--- config.mk ---
export PLATFORM = sky130hd
export DESIGN_NAME = wrbm_ctrl
export DESIGN_NICKNAME = d
export VERILOG_FILES = /design/src/rtl/core/wrbm_pkg.sv /design/src/rtl/core/wrbm_ctrl.sv
export SDC_FILE = /design/constraint.sdc
export NUM_CORES = 1
export LEC_CHECK = 0
export ABC_AREA = 1
export CORE_AREA = 2 2 39 41
export CTS_CLUSTER_SIZE = 28
export DETAILED_ROUTE_END_ITERATION = 7
export DIE_AREA = 0 0 41 43
export DONT_BUFFER_PORTS = 1
export PLACE_DENSITY = 0.31
export SYNTH_ARGS = -nofsm -noshare
export SYNTH_HDL_FRONTEND = slang
export SYNTH_SLANG_ARGS = --single-unit
--- constraint.sdc ---
create_clock -name clk -period 2.27 [get_ports clk]
set_input_delay 0.227 -clock clk [delete_from_list [all_inputs] [get_ports clk]]
set_output_delay 0.227 -clock clk [all_outputs]
set_load 0.01 [all_outputs]
--- src/rtl/core/wrbm_pkg.sv ---
// wrbm_pkg: shared types, score constants and case-folding helpers for
// the weighted rule best match block. No dependencies.

package wrbm_pkg;

  localparam logic REQ_WRITE = 1'b0;
  localparam logic REQ_QUERY = 1'b1;

  localparam int SCORE_W = 17;
  localparam logic signed [SCORE_W-1:0] SCORE_TYPE     = 17'sd100;
  localparam logic signed [SCORE_W-1:0] SCORE_OPERATOR = 17'sd50;
  localparam logic signed [SCORE_W-1:0] SCORE_PREFIX   = 17'sd25;
  localparam logic signed [SCORE_W-1:0] SCORE_NONE     = -17'sd1;

  typedef struct packed {
    logic               req_type;
    logic [5:0]         rule_slot;
    logic [31:0]        type_code;
    logic [23:0]        operator_code;
    logic [23:0]        call_prefix;
    logic signed [15:0] rule_priority;
  } in_item_t;

  typedef struct packed {
    logic        match_found;
    logic [5:0]  match_index;
    logic [15:0] match_score;
  } out_item_t;

  typedef struct packed {
    logic               type_code_set;
    logic [31:0]        type_code;
    logic [23:0]        operator_code;
    logic [23:0]        call_prefix;
    logic signed [15:0] rule_priority;
  } rule_t;

  typedef enum logic [1:0] {
    ST_IDLE,
    ST_SCAN,
    ST_DRAIN,
    ST_FINISH
  } state_t;

  typedef struct packed {
    logic write_rule;
    logic load_query;
    logic issue_read;
    logic finish;
  } ctrl_cmd_t;

  typedef struct packed {
    logic scan_empty;
    logic scan_last;
  } ctrl_status_t;

  function automatic logic [7:0] fold_byte(input logic [7:0] b);
    logic [7:0] r;
    r = b;
    if (b >= 8'h61 && b <= 8'h7a) begin
      r = b - 8'h20;
    end
    return r;
  endfunction

  function automatic logic [31:0] fold4(input logic [31:0] c);
    logic [31:0] r;
    for (int i = 0; i < 4; i++) begin
      r[8*i +: 8] = fold_byte(c[8*i +: 8]);
    end
    return r;
  endfunction

  function automatic logic [23:0] fold3(input logic [23:0] c);
    logic [23:0] r;
    for (int i = 0; i < 3; i++) begin
      r[8*i +: 8] = fold_byte(c[8*i +: 8]);
    end
    return r;
  endfunction

endpackage

--- src/rtl/core/wrbm_ctrl.sv ---
// wrbm_ctrl: sequencer for rule writes and query scans.
// Depends on wrbm_pkg for the state type and command/status structs.

module wrbm_ctrl (
  input  logic                  clk,
  input  logic                  rst_n,
  input  logic                  start,
  input  logic                  req_is_query,
  input  wrbm_pkg::ctrl_status_t status,
  output wrbm_pkg::ctrl_cmd_t    cmd,
  output logic                  busy
);

  wrbm_pkg::state_t state_r, state_nxt;

  always_ff @(posedge clk) begin
    if (!rst_n) begin
      state_r <= wrbm_pkg::ST_IDLE;
    end else begin
      state_r <= state_nxt;
    end
  end

  always_comb begin
    state_nxt = state_r;
    case (state_r)
      wrbm_pkg::ST_IDLE: begin
        if (start && req_is_query) begin
          state_nxt = wrbm_pkg::ST_SCAN;
        end
      end
      wrbm_pkg::ST_SCAN: begin
        if (status.scan_empty) begin
          state_nxt = wrbm_pkg::ST_FINISH;
        end else if (status.scan_last) begin
          state_nxt = wrbm_pkg::ST_DRAIN;
        end
      end
      wrbm_pkg::ST_DRAIN:  state_nxt = wrbm_pkg::ST_FINISH;
      wrbm_pkg::ST_FINISH: state_nxt = wrbm_pkg::ST_IDLE;
      default:             state_nxt = wrbm_pkg::ST_IDLE;
    endcase
  end

  always_comb begin
    cmd  = '0;
    busy = 1'b1;
    case (state_r)
      wrbm_pkg::ST_IDLE: begin
        busy           = 1'b0;
        cmd.write_rule = start && !req_is_query;
        cmd.load_query = start && req_is_query;
      end
      wrbm_pkg::ST_SCAN: begin
        cmd.issue_read = !status.scan_empty;
      end
      wrbm_pkg::ST_DRAIN: begin
        cmd = '0;
      end
      wrbm_pkg::ST_FINISH: begin
        cmd.finish = 1'b1;
      end
      default: begin
        busy = 1'b0;
      end
    endcase
  end

endmodule

After elaboration in Yosys (flattened, before gate mapping)
Index checks and enable logic that the tools add are counted.

word-level totals
  flip-flop bits (word level) = 2
  latch bits = 0
  bits in writable memories = 0
  ROM bits = 0
  bits of input ports = 6
  output and inout port bits = 5
  logic and storage cells = 20
  memories = 0

operators by class
  add/sub/neg operators = 0
  $mul = 0
  div/mod/pow operators = 0
  $lt $le $gt $ge = 0
  equal/unequal tests = 5
  shift-type cells = 0
  muxes and demuxes = 8
  bitwise logic cells = 0
  reductions and logical operators = 6

operators by type and width
  cell                                           count
  2-to-1 mux 2 bit                               4
  case mux 2 bit (4 select lines)                1
  == test 2 bit, second input constant           2
  2-to-1 mux 1 bit                               3
  inequality test 3 bit, second input constant   1
  == test 2 x 1 -> 1 bit, second input constant  1
  logical AND 1 bit                              2
  logical NOT 1 bit                              2
  logical NOT 2 bit                              1
  inequality test 2 bit, second input constant   1
  AND reduction 2 bit                            1

Depth between registers and ports, before layout
  depth after elaboration = 3
  mapped depth = 7
  depth with buffers taken out = 7

Least setup slack after synthesis
Ideal clock, no wire load.

  path type = flip-flop to flip-flop
  start = reg state_r[0]
  end = reg state_r[1]
  library setup time = 0.116 ns
  data arrival time = 1.004 ns
  data required time = 2.154 ns
  setup slack = 1.150 ns
  stages on the path, launching flop included = 7
  path buffers = 0
  clock period less this slack = 1.120 ns
  cells stage by stage = dfxtp_1 -> inv_1 -> ha_1 -> nand2_2 -> nand2_2 -> o21ai_0 -> nor2_1

on the way
  longest elaborated chain between the ends = 3
  elaborated cells between the ends (all ways) = 8
  those cells by class = 5 x eq/ne; 1 x mux; 2 x reduce/logical

RTL lines
  item                                                                      line             RTL
  start: declaration                                                        wrbm_ctrl.sv:14  wrbm_pkg::state_t state_r, state_nxt;
  start signal: assignment                                                  wrbm_ctrl.sv:18  state_r <= wrbm_pkg::ST_IDLE;
  start signal: assignment                                                  wrbm_ctrl.sv:20  state_r <= state_nxt;
  == test 2 x 1 -> 1 bit or logical NOT 2 bit (tied branches)               wrbm_ctrl.sv:26  case (state_r)
  inequality test 3 bit (no line) or inequality test 2 bit (tied branches)  -
  AND reduction 2 bit (no line)                                             -

Parallel ways exist; a longest one is shown, timed or not.
A chain may end at the register's enable or synchronous reset.

==> flow_metrics.tcl <==
set metrics [dict create \
    status "completed" \
    syn-cell-area_um2 201 \
    cp_top_family "flip-flops" \
    synth_top_area_frac 0.248 \
    clk_pin_slew_worst_paths_ns 0.03 \
    power.density_mw_per_mm2 1270 \
    syn_nets 40 \
    viasPerCell 3.53 \
    required_ns 2.04 \
    tightest_slew_ns 0.215 \
    period_needed_ns 1.44 \
    slew_headroom 0.856 \
    reg_top3 "state_r: 2 flops" \
    cellLeakagePower_uw 0.000121 \
    synthTopCellsByArea "ha_1, dfxtp_1, nand2_2, nor2_1, inv_1" \
    vias 173 \
    netlist.top_cell.by_area "ha_1" \
    initial_core_util 0.146 \
    crit_arrival_ns 1.22 \
    cpPeakStageDelay_ns 0.42 \
    nNetsFinal 45 \
    path_class "reg2out" \
    finalHoldViolations 0 \
    wl_per_cell_um 8.49 \
    slowest_stage "dfxtp_1" \
    clock_path_buffers 2 \
    cp_common_cell "inv_1" \
    regMostFlops "state_r" \
    final_common_cell "nor2_1" \
    ys_seq_area_frac 0.199 \
    antenna_found_initial 0 \
    fmax_mhz 692 \
    postCtsHoldBufs 0 \
    totalWireLength_um 416 \
    finClkSkew_ns 0.00245 \
    largest_reg_flops 2 \
    grt_pass1_vias 180 \
    grt_max_degree 6 \
    syn_area_per_cell_um2 6.71 \
    synth-seq-cells 2 \
    grt_pass1_wl_um 752 \
    port_buffers 0 \
    setup.worst_path.start_class "flip-flop" \
    clkSinkCount 2 \
    crit_buf_inv 2 \
    antennaDiodeCount 0 \
    grt_overflow 0 \
    cts_tree "built" \
    cts_root_buf "clkbuf_4" \
    grt.total_usage 0.0661 \
    tns_ns 0 \
    core_area_mm2 0.00138 \
    postCtsResizedCells 0 \
    synth.distinct_cells 11 \
    ir_worst_vdd_v 0.000320 \
    most-common-layout-cells "nor2_1, inv_1, nand2_1, nand2_2, ha_1" \
    drive_gt1_frac 0.273 \
    crit_fanout 5 \
    place_inst 46 \
    drt_iter0_markers 2 \
    worstSetupEndpointType "primary output" \
    dieHeight_um 43 \
    slew_violations 0 \
    cap_violations 0 \
    grt_setup_unrepaired "false" \
    path_cells "inv_1 -> ha_1 -> inv_1 -> nor2_1" \
    first_pass_iters 2 \
    die_w_um 41 \
    stdcell_count 49 \
    ys_warn_count 0 \
    antenna_left 0 \
    die_area_mm2 0.00176 \
    clk_latency_ns 0.22 \
    drcViolationCount 0 \
    area_growth_syn_to_layout_pct 21.1 \
    synth_cells 30 \
    rows 14 \
    place.gp.congestion 0.616 \
    cts_max_level 1 \
    dp_hpwl_um 321 \
    finalSetupViolations 0 \
    pin_count 11 \
    cts-buffers-inserted 3 \
    cts_setup_buffers 0 \
    post-route-period-util 0.636 \
    hp-class "in2reg" \
]
==> synthesized netlist by cell type <==
cell and n:
dfxtp_1 2, nor2_1 6, ha_1 4, inv_1 5
inv_2 1, o21ai_0 1, nand3b_1 1, nand2_1 4
nand3_1 1, a21oi_2 1, nand2_2 4
==> layer usage <==
metal  GRT usage  wire, um  part of all wire  vias to the layer above
met4      0.0600         0                 0                        0
met1      0.0828       198              0.48                       72
li1            -         -                 -                       96
met3      0.0314        31             0.075                        0
met5           0         0                 0                        -
met2      0.0781       187              0.45                        5
==> final cells by class <==
cell class	count	area, um^2
Multi-Input combinational cell	22	139
Fill cell	163	1140
Sequential cell	2	40.0
Tap cell	16	20.0
Inverter	6	22.5
Clock buffer	3	22.5
==> kinds of logic after synthesis <==
logic type               Yosys count  synth area share
AND/OR/NAND/NOR                   16             0.373
buffers and inverters              6             0.112
AO/OA/AOI/OAI                      2            0.0683
flip-flops                         2             0.199
adder cells (fa/ha/maj)            4             0.248
==> power by group <==
| group | switching [uW] | internal, uW |
|---|---|---|
| clock network | 19.3 | 58.3 |
| logic | 103 | 60.5 |
| registers | 19.5 | 50.3 |
==> worst reg2reg max path, cell delays in order (launching register included) <==
cell and delay [ns]:
dfxtp_1 0.42, inv_1 0.11, ha_1 0.25, nand2_2 0.08, nand2_2 0.07, o21ai_0 0.14
nor2_1 0.06
==> per-stage QoR <==
step / utilization / hold WS (ns) / worst slack [ns] / power [uW] / cell area, um^2
2_1_floorplan: - / 0.349 / 1.15 / 206 / 201
5_1_grt: 0.176 / 0.118 / 0.709 / 354 / 244
6_report: 0.176 / 0.129 / 0.825 / 310 / 244
4_1_cts: 0.176 / 0.120 / 0.801 / 321 / 244
3_3_place_gp: 0.160 / 0.356 / 1.03 / 234 / 221
3_5_place_dp: 0.160 / 0.356 / 1.02 / 236 / 221
==> final timing paths <==
path | slack (ns) | to | start | cells after the start
setup / recovery | 0.83 | cmd[2] | state_r[0]$_SDFFE_PN0P_ | 4
hold / removal | 0.13 | state_r[0]$_SDFFE_PN0P_ | rst_n | 2
setup reg to reg | 1.03 | state_r[1]$_SDFFE_PN0P_ | state_r[0]$_SDFFE_PN0P_ | 6
hold reg to reg | 0.53 | state_r[1]$_SDFFE_PN0P_ | state_r[1]$_SDFFE_PN0P_ | 2
(Power assumes the default switching activity.)
